## config.mk

```make
export PLATFORM = sky130hd
export DESIGN_NAME = npmul_ram
export DESIGN_NICKNAME = d
export VERILOG_FILES = /design/src/design/npmul_ram.sv
export SDC_FILE = /design/constraint.sdc
export NUM_CORES = 2
export LEC_CHECK = 0
export BUFFER_PORTS_ARGS = -buffer_cell sky130_fd_sc_hd__buf_2
export CAP_MARGIN = 20
export CORE_MARGIN = 3
export CORE_UTILIZATION = 45
export DETAILED_ROUTE_END_ITERATION = 8
export PLACE_DENSITY_LB_ADDON = 0.12
export SLEW_MARGIN = 25
export SYNTH_ARGS = -nofsm -noshare
export SYNTH_HDL_FRONTEND = slang
export SYNTH_SLANG_ARGS = --single-unit
```

## constraint.sdc

```tcl
create_clock -name clk -period 2.4 [get_ports clk]
set_input_delay 0.48 -clock clk [delete_from_list [all_inputs] [get_ports clk]]
set_output_delay 0.48 -clock clk [all_outputs]
set_load 0.1 [all_outputs]
```

## src/design/npmul_ram.sv

```systemverilog
// Generic single-write, single-read synchronous RAM with registered read data.
// No dependencies.
`default_nettype none
module npmul_ram #(
    parameter int WIDTH = 8,
    parameter int DEPTH = 256
) (
    input  wire                      clk,
    input  wire                      we,
    input  wire [$clog2(DEPTH)-1:0]  waddr,
    input  wire [WIDTH-1:0]          wdata,
    input  wire [$clog2(DEPTH)-1:0]  raddr,
    output logic [WIDTH-1:0]         rdata
);

    logic [WIDTH-1:0] mem [DEPTH];

    always_ff @(posedge clk)
    begin
        if (we)
        begin
            mem[waddr] <= wdata;
        end
        rdata <= mem[raddr];
    end

endmodule
`default_nettype wire

```

==> reports/metrics.sh <==
TIMING.CRITICAL_PATH.TO_TYPE='register'
FINISH.CELL_COUNT_WITHOUT_FILLERS=7024
ROUTEDWLPERCELL_UM=29.8
DRT-INITIAL-DRC-COUNT=4457
NUMBER_OF_CLOCK_BUFFERS_INSERTED_BY_TRITONCTS=209
PWR_DENSITY_CELL_nW_PER_UM2=796
GRT_MAX_DEGREE=74
CRIT_FANOUT=16
WORST_SKEW_PAIR_LATER_PIN_LATENCY_NS=0.84
MAXSLEWVIOLCOUNT=0
FLOORPLAN.DIE.WIDTH_UM=426
DIEAREA_UM2=182000
GRTUSAGEMET1_PCT=34.4
WORST_PATH_LARGEST_CELL_DELAY_NS=0.53
LAYOUT.FILLER_CELLS=13400
AVERAGE_CELL_AREA_AFTER_SYNTHESIS_UM2=21.3
PLACE_WS_NS=-1.23
YOSYSWARNINGS=0
GRT_PASS1_WL_UM=302000
FINAL_HOLD_VIO_COUNT=0
MIN_PERIOD_OVER_PERIOD_PCT=98.3
FINCLKSKEW_NS=0.0475
PERIOD_NEEDED_NS=2.36
GRT_USAGE_PCT=23.3
YOSYS_REGISTER_BITS=2056
DETAILROUTE.VIA_COUNT=40500
CRITICAL_PATH.STARTPOINT_TYPE='primary input'
CELLS_AFTER_SYNTH=3733
YS_ASYNC_SR_FRACTION_PCT=0
WORSTPATHCELLLIST='buf_8 -> buf_12 -> buf_12 -> buf_12 -> mux4_2 -> o221ai_1 -> nor2_1 -> nor4_2 -> buf_4 -> nor4_2'
CRITICALPATHCATEGORY='in -> reg'
CORE_AREA_UM2=175000
NUM_ROWS=153
GRT_MOST_USED_LAYER='met2'
WORST-SLEW-PIN-TRANSITION_NS=0.912
WORST_R2R_STARTPOINT='mem[27][3]'
POSTLAYOUTSETUPSLACKWORST_NS=0.0410
FINAL_AREA_UM2=95500
CELLLEAKAGEPOWER_uW=0.0311
CTS_NUM_SINKS=2056
PLACE_AREA_UM2=88600
IRDROPWORSTVDD_V=0.000745
TOTAL_WIRELENGTH_OF_THE_DETAILED_ROUTED_DESIGN_UM=210000
NUM_IO_PINS=34
POST_ROUTE_CELLS_DRIVE_ABOVE_1_SHARE_PCT=34.1
SETUP_VIOL=0
TRITONCTS='built'
FIRST_GLOBAL_VIAS=41200
TOP_POST_SYNTHESIS_CELLS_BY_AREA='sky130_fd_sc_hd__edfxtp_1 77%, sky130_fd_sc_hd__mux4_2 13%, sky130_fd_sc_hd__mux2i_1 1.7%, sky130_fd_sc_hd__nor2_1 1.3%, sky130_fd_sc_hd__a22oi_1 1.3%'
YOSYS.CELL_COUNT.TOP_TYPE='sky130_fd_sc_hd__edfxtp_1'
CP_DATA_ARRIVAL_TIME_NS=3.06
GRT.OVERFLOW.TOTAL=0
TIMING.CRITICAL_PATH.MODE_CELL='sky130_fd_sc_hd__buf_12'
SYNTHDOMINANTCELLAREASHARE_PCT=77.3
WORSTHOLDPATHTYPE='in -> reg'
LAYOUT-AREA-OVERHEAD-VS-SYNTH_PCT=20.0
DETAILED_PLACE_HPWL_UM=139000
REPORT.POWER.TOTAL_uW=76000
MAXCLOCKFREQUENCY_MHz=424
SYN-CELL-AREA_UM2=79600
DIE_HEIGHT_UM=426
ANTENNA_FOUND_INITIAL=13
CTS_SETUP_BUFFERS=0
DRC=0
SLOWEST_STAGE='sky130_fd_sc_hd__mux4_2'
GRT.MET3_USAGE_PCT=3.57
CLOCKROOTBUFFER='sky130_fd_sc_hd__clkbuf_16'
SYNTH_TOP_AREA_CELL='sky130_fd_sc_hd__edfxtp_1'
LAYOUT_NET_COUNT=4553
FLOORPLAN.INITIALDENSITY_PCT=45.5
STATUS='finished clean'
CTS.REPORTEDPATHS.CLKPINSLEW_NS=0.06
TIMING.CRITICAL_PATH.BUF_INV=5
ROUTABILITYCONGESTION=0.840
DRV.MAX_CAP_VIOLATION_COUNT=0
YOSYSUNIQUECELLTYPES=55
SYNTHESIS.NETS=3759
YS_DOMINANT_REG_CELL='sky130_fd_sc_hd__edfxtp_1'
CTS-HTREE-LEVELS=4
SETUP.WORST_PATH.START='raddr[0]'
SLEW-LIMIT-HEADROOM_PCT=38.9
MAX-CLOCK-PATH-BUFFERS=3
ANTENNA_LEFT=0
SEQ_AREA_FRAC_SYNTH_PCT=77.5
DP_CELLS=6640
SYNTH.TOP_CELLS.BY_COUNT='2048 x sky130_fd_sc_hd__edfxtp_1, 454 x sky130_fd_sc_hd__mux4_2, 282 x sky130_fd_sc_hd__nor2_1'
IO_BUFFERS=33
FIRST_PASS_ITERS=5
SETUP_TNS_NS=0
GR-USAGE-MET2_PCT=36.9
WORST_PATH_DOMINANT_CELL_FAMILY='buffers and inverters'
CRIT_REQUIRED_NS=3.10
HOLDCRITSTARTPOINT='wdata[3]'
VIAS_PER_CELL=5.77
NUMBER_OF_FLOPS_MAPPED_TO_ENABLE_CELLS_BY_YOSYS=2048
logic make-up after synthesis:
| group | after synthesis | synth area share, % |
|---|---|---|
| and+or+nand+nor | 466 | 2.63 |
| DFF | 2056 | 77.5 |
| muxes | 591 | 14.6 |
| AOI/OAI and AO/OA | 385 | 3.42 |
| buffers and inverters | 235 | 1.83 |
path summary, 6_finish.rpt:
path                       to  slack (ns)  cells after the start
setup / recovery     rdata[2]        0.04                     10
hold / removal    mem[217][3]        0.07                      1
setup reg to reg     rdata[3]        0.05                      8
hold reg to reg      rdata[2]        1.12                      5
state kept, by name, indices dropped and copies added, names as in the netlist:
name and count:
mem 2048, rdata 8
where the power goes:
group / switching, µW / leakage (µW) / internal [µW]
sequential: 85.8 / 0.0185 / 39600
combinational: 2750 / 0.00942 / 1850
clock: 13600 / 0.00324 / 18100
layout by cell type (no fill, tap or decap), drive strengths merged, types with 34 or more instances in the layout:
cell | Yosys | layout
a21oi | 96 | 96
a22oi | 133 | 133
buf | 122 | 812
clkbuf | 111 | 265
clkinv | 1 | 82
edfxtp | 2048 | 2048
mux2i | 134 | 134
mux4 | 456 | 456
nand3 | 34 | 34
nor2 | 282 | 282
o221ai | 47 | 47
repair_timing:
item                                    in CTS  in global routing
endpoints found under the hold margin       63                  0
pin swaps                                    2                 11
endpoints found under the setup margin      12                  8
hold buffers                                 4                  0
resized for setup                           22                 13
per-layer routing:
metal	wire length (µm)	share of wire (%)
met1	91500	44
met2	100000	48
met3	13000	6.2
met4	4960	2.4
met5	11	0.0052
metrics by stage:
stage | hold slack (ns) | util [%]
detailed placement | 0.892 | 50.7
floorplan | 0.579 | -
global placement | 0.892 | 50.7
global route | 0.0477 | 54.6
CTS | 0.0364 | 54.6
finish | 0.0702 | 54.6
layout make-up:
cell class	count	area, µm²	area share (%)
Antenna cell	4	10.0	0.0105
Clock buffer	265	5530	5.80
Clock inverter	114	1140	1.19
Inverter	2	7.51	0.00786
Multi-Input combinational cell	1442	16700	17.5
Sequential cell	2056	61700	64.6
Tap cell	2325	2910	3.05
Timing Repair Buffer	816	7520	7.88
Power figures use the tool's default switching activity.
